==> src/spq_pkg.sv <==
// spq_pkg: shared types and constants for the stable priority queue
// used by spq_ctrl, spq_dp and stable_priority_queue; no dependencies
package spq_pkg;

   localparam int ENTRIES       = 16;
   localparam int PRIORITY_BITS = 16;
   localparam int COUNT_BITS    = $clog2(ENTRIES + 1);
   localparam int INDEX_BITS    = $clog2(ENTRIES);

   typedef enum logic {
      FUNC_ENQUEUE = 1'b0,
      FUNC_DEQUEUE = 1'b1
   } func_type;

   typedef enum logic [1:0] {
      STATUS_OK        = 2'd0,
      STATUS_UNDERFLOW = 2'd1,
      STATUS_OVERFLOW  = 2'd2
   } status_type;

   typedef struct packed {
      func_type           func;
      logic signed [31:0] value_in;
      logic signed [15:0] priority_in;
   } req_type;

   typedef struct packed {
      status_type         status;
      logic signed [31:0] value_out;
      logic signed [15:0] priority_out;
      logic [4:0]         occupancy;
   } rsp_type;

   typedef struct packed {
      logic capture;
      logic execute;
   } cmd_type;

   typedef logic signed [PRIORITY_BITS-1:0] prio_type;
   typedef logic [COUNT_BITS-1:0]           count_type;

endpackage

==> src/spq_ctrl.sv <==
// spq_ctrl: request/response sequencing for the stable priority queue
// depends on spq_pkg; drives the command struct into spq_dp
module spq_ctrl (
   input  logic             clock,
   input  logic             reset,
   input  logic             req_valid,
   output logic             req_ready,
   output logic             rsp_valid,
   input  logic             rsp_ready,
   output spq_pkg::cmd_type cmd
);

   typedef enum logic [1:0] {
      ST_IDLE = 2'b01,
      ST_EXEC = 2'b10
   } state_type;

   state_type state_ff, state_in;
   logic      rsp_valid_ff, rsp_valid_in;

   always_comb begin
      cmd.capture = (state_ff == ST_IDLE) && req_valid;
      cmd.execute = (state_ff == ST_EXEC) && (!rsp_valid_ff || rsp_ready);
      state_in    = state_ff;
      unique case (state_ff)
         ST_IDLE: begin
            if (req_valid) state_in = ST_EXEC;
         end
         ST_EXEC: begin
            if (!rsp_valid_ff || rsp_ready) state_in = ST_IDLE;
         end
         default: state_in = ST_IDLE;
      endcase
      if (cmd.execute) begin
         rsp_valid_in = 1'b1;
      end else if (rsp_ready) begin
         rsp_valid_in = 1'b0;
      end else begin
         rsp_valid_in = rsp_valid_ff;
      end
   end

   always_ff @(posedge clock) begin
      if (reset) begin
         state_ff     <= ST_IDLE;
         rsp_valid_ff <= 1'b0;
      end else begin
         state_ff     <= state_in;
         rsp_valid_ff <= rsp_valid_in;
      end
   end

   assign req_ready = (state_ff == ST_IDLE);
   assign rsp_valid = rsp_valid_ff;

endmodule

==> src/spq_dp.sv <==
// spq_dp: sorted shift-register cells, request register and response register
// depends on spq_pkg; commanded by spq_ctrl
module spq_dp (
   input  logic             clock,
   input  logic             reset,
   input  spq_pkg::cmd_type cmd,
   input  spq_pkg::req_type req_data,
   output spq_pkg::rsp_type rsp_data
);

   localparam int N = spq_pkg::ENTRIES;

   spq_pkg::req_type   req_ff;
   spq_pkg::rsp_type   rsp_ff, rsp_in;
   spq_pkg::count_type count_ff, count_in;
   logic signed [31:0] value_ff [N];
   logic signed [31:0] value_in [N];
   spq_pkg::prio_type  prio_ff [N];
   spq_pkg::prio_type  prio_in [N];
   spq_pkg::prio_type  new_prio;
   logic [N-1:0]       before_new;
   logic               full, empty;

   assign new_prio = spq_pkg::prio_type'(req_ff.priority_in[spq_pkg::PRIORITY_BITS-1:0]);
   assign full     = (count_ff == spq_pkg::count_type'(N));
   assign empty    = (count_ff == '0);

   // cell stays ahead of the new entry when held and not of higher priority number
   always_comb begin
      for (int i = 0; i < N; i++) begin
         before_new[i] = (spq_pkg::count_type'(i) < count_ff) && (prio_ff[i] <= new_prio);
      end
   end

   always_comb begin
      for (int i = 0; i < N; i++) begin
         value_in[i] = value_ff[i];
         prio_in[i]  = prio_ff[i];
      end
      count_in            = count_ff;
      rsp_in              = rsp_ff;
      rsp_in.status       = spq_pkg::STATUS_OK;
      rsp_in.value_out    = '0;
      rsp_in.priority_out = '0;
      if (req_ff.func == spq_pkg::FUNC_ENQUEUE) begin
         if (full) begin
            rsp_in.status = spq_pkg::STATUS_OVERFLOW;
         end else begin
            for (int i = 0; i < N; i++) begin
               if (!before_new[i]) begin
                  if (i == 0 || before_new[(i == 0) ? 0 : i-1]) begin
                     value_in[i] = req_ff.value_in;
                     prio_in[i]  = new_prio;
                  end else begin
                     value_in[i] = value_ff[(i == 0) ? 0 : i-1];
                     prio_in[i]  = prio_ff[(i == 0) ? 0 : i-1];
                  end
               end
            end
            count_in = count_ff + spq_pkg::count_type'(1);
         end
      end else begin
         if (empty) begin
            rsp_in.status = spq_pkg::STATUS_UNDERFLOW;
         end else begin
            rsp_in.value_out    = value_ff[0];
            rsp_in.priority_out = 16'(prio_ff[0]);
            for (int i = 0; i < N - 1; i++) begin
               value_in[i] = value_ff[i+1];
               prio_in[i]  = prio_ff[i+1];
            end
            count_in = count_ff - spq_pkg::count_type'(1);
         end
      end
      rsp_in.occupancy = 5'(count_in);
   end

   always_ff @(posedge clock) begin
      if (reset) begin
         count_ff <= '0;
      end else if (cmd.execute) begin
         count_ff <= count_in;
      end
   end

   always_ff @(posedge clock) begin
      if (cmd.capture) req_ff <= req_data;
      if (cmd.execute) begin
         rsp_ff <= rsp_in;
         for (int i = 0; i < N; i++) begin
            value_ff[i] <= value_in[i];
            prio_ff[i]  <= prio_in[i];
         end
      end
   end

   assign rsp_data = rsp_ff;

endmodule

==> src/stable_priority_queue.sv <==
// stable_priority_queue: bounded sorted priority queue, top level
// instantiates spq_ctrl and spq_dp; types from spq_pkg
//
// usage:
//  - req channel (req_valid/req_ready/req_data) carries one request: enqueue a
//    value with a priority, or dequeue the front entry
//  - rsp channel (rsp_valid/rsp_ready/rsp_data) returns exactly one response per
//    request: status, dequeued value and priority, occupancy after the request
//  - lower priority number leaves first, equal priorities leave in arrival order
//  - a taken request waits in the request register, then is executed, which
//    registers the response; the next request is taken only after that, set by the
//    capture/execute sequence of the controller; all cells compare and shift at once
//  - a request is taken while the previous response still waits in the output
//    register; a stalled receiver holds the next request in execute until the
//    response register frees up
//  - reset empties the queue (occupancy 0), clears rsp_valid and sets req_ready
//  - dequeue when empty answers underflow, enqueue when full answers overflow
//    and drops the request
module stable_priority_queue (
   input  logic             clock,
   input  logic             reset,
   input  logic             req_valid,
   output logic             req_ready,
   input  spq_pkg::req_type req_data,
   output logic             rsp_valid,
   input  logic             rsp_ready,
   output spq_pkg::rsp_type rsp_data
);

   spq_pkg::cmd_type cmd;

   spq_ctrl u_ctrl (
      .clock     (clock),
      .reset     (reset),
      .req_valid (req_valid),
      .req_ready (req_ready),
      .rsp_valid (rsp_valid),
      .rsp_ready (rsp_ready),
      .cmd       (cmd)
   );

   spq_dp u_dp (
      .clock    (clock),
      .reset    (reset),
      .cmd      (cmd),
      .req_data (req_data),
      .rsp_data (rsp_data)
   );

`ifndef NO_ASSERTIONS
   a_occupancy_bound: assert property (@(posedge clock) disable iff (reset)
      rsp_valid |-> (rsp_data.occupancy <= 5'(spq_pkg::ENTRIES)))
      else $error("occupancy above capacity");

   a_error_zero: assert property (@(posedge clock) disable iff (reset)
      (rsp_valid && rsp_data.status != spq_pkg::STATUS_OK)
      |-> (rsp_data.value_out == '0 && rsp_data.priority_out == '0))
      else $error("error response carries data");

   a_underflow_empty: assert property (@(posedge clock) disable iff (reset)
      (rsp_valid && rsp_data.status == spq_pkg::STATUS_UNDERFLOW)
      |-> (rsp_data.occupancy == '0))
      else $error("underflow with entries held");

   a_overflow_full: assert property (@(posedge clock) disable iff (reset)
      (rsp_valid && rsp_data.status == spq_pkg::STATUS_OVERFLOW)
      |-> (rsp_data.occupancy == 5'(spq_pkg::ENTRIES)))
      else $error("overflow while not full");

   a_one_at_a_time: assert property (@(posedge clock) disable iff (reset)
      (req_valid && req_ready) |=> !req_ready)
      else $error("second request taken during execute");
`endif

endmodule
==> config.mk <==
export PLATFORM = sky130hd
export DESIGN_NAME = stable_priority_queue
export DESIGN_NICKNAME = d
export VERILOG_FILES = /design/src/spq_pkg.sv /design/src/spq_ctrl.sv /design/src/spq_dp.sv /design/src/stable_priority_queue.sv
export SDC_FILE = /design/constraint.sdc
export NUM_CORES = 2
export LEC_CHECK = 0
export BUFFER_PORTS_ARGS = -buffer_cell sky130_fd_sc_hd__buf_4
export CAP_MARGIN = 10
export CORE_MARGIN = 10
export CORE_UTILIZATION = 40
export DETAILED_ROUTE_END_ITERATION = 8
export HOLD_SLACK_MARGIN = 0.02
export PLACE_DENSITY = 0.6
export SLEW_MARGIN = 20
export SYNTH_ARGS = -nofsm -noshare
export SYNTH_HDL_FRONTEND = slang
export SYNTH_SLANG_ARGS = --single-unit
==> constraint.sdc <==
create_clock -name clock -period 9.7 [get_ports clock]
set_input_delay 1.94 -clock clock [delete_from_list [all_inputs] [get_ports clock]]
set_output_delay 1.94 -clock clock [all_outputs]
set_load 0.02 [all_outputs]
==> metrics.txt <==
Layout fillers=11.0k; worst reg-to-reg setup slack=5.10 ns; Max Root-Sink Buffers=3; Leak Pwr=18.5 nW; Final TNS setup=0 ns; syn_nets=4426; depth of the CTS H-tree=3; Detailed Routing Iterations Pass 1=5; asr flop ratio synth=0%; Critical-path top delay cell=buf_4; Clk Latency, worst-skew pair=0.70 ns; first-pass GRT wire length=211 mm; post-synthesis simple-gate area fraction=8.88%; post-route DRC violation count=0; hold slack=0.531 ns; Post-Synth XOR/XNOR Area=0.0366%; crit start category=flop; number of core rows=126; WS Path Type=reg2reg; DRT antenna net count=0; Synth Flop Type=edfxtp_1; starting density of the core=40.4%; r2r endpoint=u_dp.value_ff[1][42]; CTS clk-pin slew, worst paths=0.06 ns; CTS tree=yes; final worst-path setup slack=5.10 ns; synth warn=0; Post-synth EDFFs=872; TritonCTS buffer count=96; Final Core Density=45.2%; Ports=110; die area=0.134 sq mm; mux contribution to synthesized area=14.3%; gr ovfl total=0; Inserted Diodes=0; cells along the critical path=buf_4 > inv_1 > ha_1 > nand4_1 > or4_1 > a21oi_1 > or4_1 > o311ai_4 > buf_4 > a21boi_4 > buf_4; area share of the largest cell type after synthesis=54.7%; CP Buf/Inv Count=4; period utilisation layout=47.4%; Crit path top cell by count=buf_4; Initial DRC Count=3011; Critical path origin=u_dp.new_prio[14]; adder-cell share of the synthesized area=6.77%; cell taking the most area after synthesis=edfxtp_1; Worst VDD drop=0.135 mV; Required @ worst endpoint=10.02 ns; nets=4396; largest net degree at the start of global routing=227; drt via density=5.81; via count=33.5k; Area growth syn-to-layout=11.7%; Final Max Slew Viols=0; Final Skew=0.0504 ns; Distinct cells, synth=63; minimum clock period=4.60 ns; fmax=217 MHz; worst r2r path cells=11; worst slew pin tran=1.13 ns; synthesized instance count=4114; largest family of logic cells by synthesized area=multiplexers; Die X=366 microns; clk root buf=clkbuf_16; ranking of synthesized cells by area=edfxtp_1 (55%), mux2i_1 (13%), ha_1 (6.8%); Compound-Gate Fraction of Synth Area=11.8%; Avg Synthesized Cell Area=11.6 sq um; post-detail-place hpwl=89.1 mm; drt total wl=138 mm; CP peak stage delay=0.65 ns; Total Routing Usage GR=19.7%; fraction of layout instances using a drive strength above 1=9.75%; status=complete, no violations; final setup violation count=0; max-capacitance violation count=0; Stages on worst setup path=11; hold depth=2; final hold violations=0; post-synthesis instance area=0.0479 sq mm; Die Ht=366 microns; pwr dens=163 mW/mm^2; WL/cell=23.9 microns; critical path capture point=u_dp.value_ff[1][42]; initial antenna violation count=2; Post-CTS Resized=0; CTS Sinks=880; RR Startpoint=u_dp.new_prio[14]; routability cong.=0.872; crit path DAT=4.92 ns; RSZ-0062 raised after global routing=no; DP Worst Slack=5.09 ns; synthesis-stage register bit count=880; Setup Fix Bufs, Post-CTS=0; crit-path max FO=49; Worst slew margin=25.0%; cts hold-fix bufs=0; Setup crit end kind=flop; Top Family by Delay on Critical Path=buffers and inverters; vias in the first global route=34.3k; core area=0.118 sq mm; Hold Path Class=reg2reg; PortBufs=109; sequential share of the synthesized area=55.0%
==> through the flow <==
| stage | power, mW | area, sq um | cells |
|---|---|---|---|
| final | 8.72 | 53500 | 5762 |
| after global placement | 4.94 | 50200 | 5586 |
| after floorplan | 4.73 | 47900 | 4114 |
| after CTS | 8.79 | 53500 | 5762 |
| after global routing | 9.01 | 53500 | 5762 |
| after detailed placement | 4.95 | 50200 | 5586 |
==> how the worst min path moves through the flow <==
stage                               start                     to  slack [ns]
global route        u_dp.value_ff[1][239]  u_dp.value_ff[1][207]        0.55
finish              u_dp.value_ff[1][235]  u_dp.value_ff[1][203]        0.53
global placement    u_dp.value_ff[1][239]  u_dp.value_ff[1][207]        0.50
detailed placement  u_dp.value_ff[1][250]  u_dp.value_ff[1][218]        0.52
floorplan              u_ctrl.state_ff[1]       u_ctrl.rsp_valid        0.49
CTS                 u_dp.value_ff[1][235]  u_dp.value_ff[1][203]        0.53
==> per-layer routing <==
metal	vias to the layer above	wire length [microns]	global-route usage, %
li1	15400	-	-
met1	16900	60900	26.2
met2	930	68000	33.7
met3	229	5470	2.34
met4	0	3610	5.30
met5	-	0	0
==> area by class of cell <==
cell class	count	area (sq um)	area share (%)
multi-input combinational	2876	20300	38.0
sequential	880	26300	49.3
inverter	53	199	0.372
timing repair buffer	177	1380	2.58
tap	1600	2000	3.74
clock buffer	110	2480	4.63
clock inverter	66	761	1.42
==> synthesized netlist by cell type (4+ instances only) <==
cell type,n
o21ai_0,647
o21a_1,11
buf_2,59
nor3_1,7
nand2_1,675
inv_1,53
buf_4,19
nand4_1,47
or3_1,6
nand3b_1,5
nor4_1,10
ha_1,259
o211ai_1,13
a22o_1,32
a211oi_1,4
a21boi_0,13
o22ai_1,16
a211o_1,4
a21o_1,42
nor2b_1,19
a21oi_1,95
nand2b_1,11
a31oi_1,7
and2_1,49
mux2i_1,630
o21ai_1,14
dfxtp_1,8
edfxtp_1,872
and3_1,52
a221o_1,49
clkbuf_1,222
mux2_2,49
nand3_1,16
and4_1,10
nor2_1,39
==> worst reg2reg max path, delay by kind of cell (launching register included) <==
| family | cells | cell delay [ns] |
|---|---|---|
| buf+inv | 4 | 1.94 |
| simple gates | 3 | 1.00 |
| compound gates | 3 | 0.65 |
| flops | 1 | 0.36 |
| fa+ha+maj | 1 | 0.26 |
==> kinds of logic after synthesis <==
logic type,Yosys count
multiplexers,679
XOR/XNOR,2
AO/OA/AOI/OAI,976
buffers and inverters,358
AND/OR/NAND/NOR,960
adder cells (fa/ha/maj),259
flip-flops,880
==> layout by cell type (no fill, tap or decap), types with 47 or more instances in the layout <==
| master | count |
|---|---|
| edfxtp_1 | 872 |
| nand2_1 | 674 |
| o21ai_0 | 647 |
| mux2i_1 | 630 |
| ha_1 | 259 |
| buf_4 | 173 |
| clkbuf_16 | 97 |
| a21oi_1 | 93 |
| inv_1 | 52 |
| and3_1 | 52 |
| mux2_2 | 49 |
| a221o_1 | 49 |
| and2_1 | 48 |
| nand4_1 | 47 |
==> registers in the layout, summed over array words and instances (netlist names) <==
register,flops
u_dp.rsp_data,55
u_dp.prio_ff,256
u_dp.value_ff,512
u_dp.count_ff,5
u_ctrl.rsp_valid,1
u_dp.req_ff,33
u_ctrl.state_ff,2
u_dp.new_prio,16
==> where the power goes <==
part           switching [mW]  internal, mW
clock network            1.63          2.21
registers              0.0776          4.23
logic                   0.379         0.186
(Power assumes the default switching activity.)
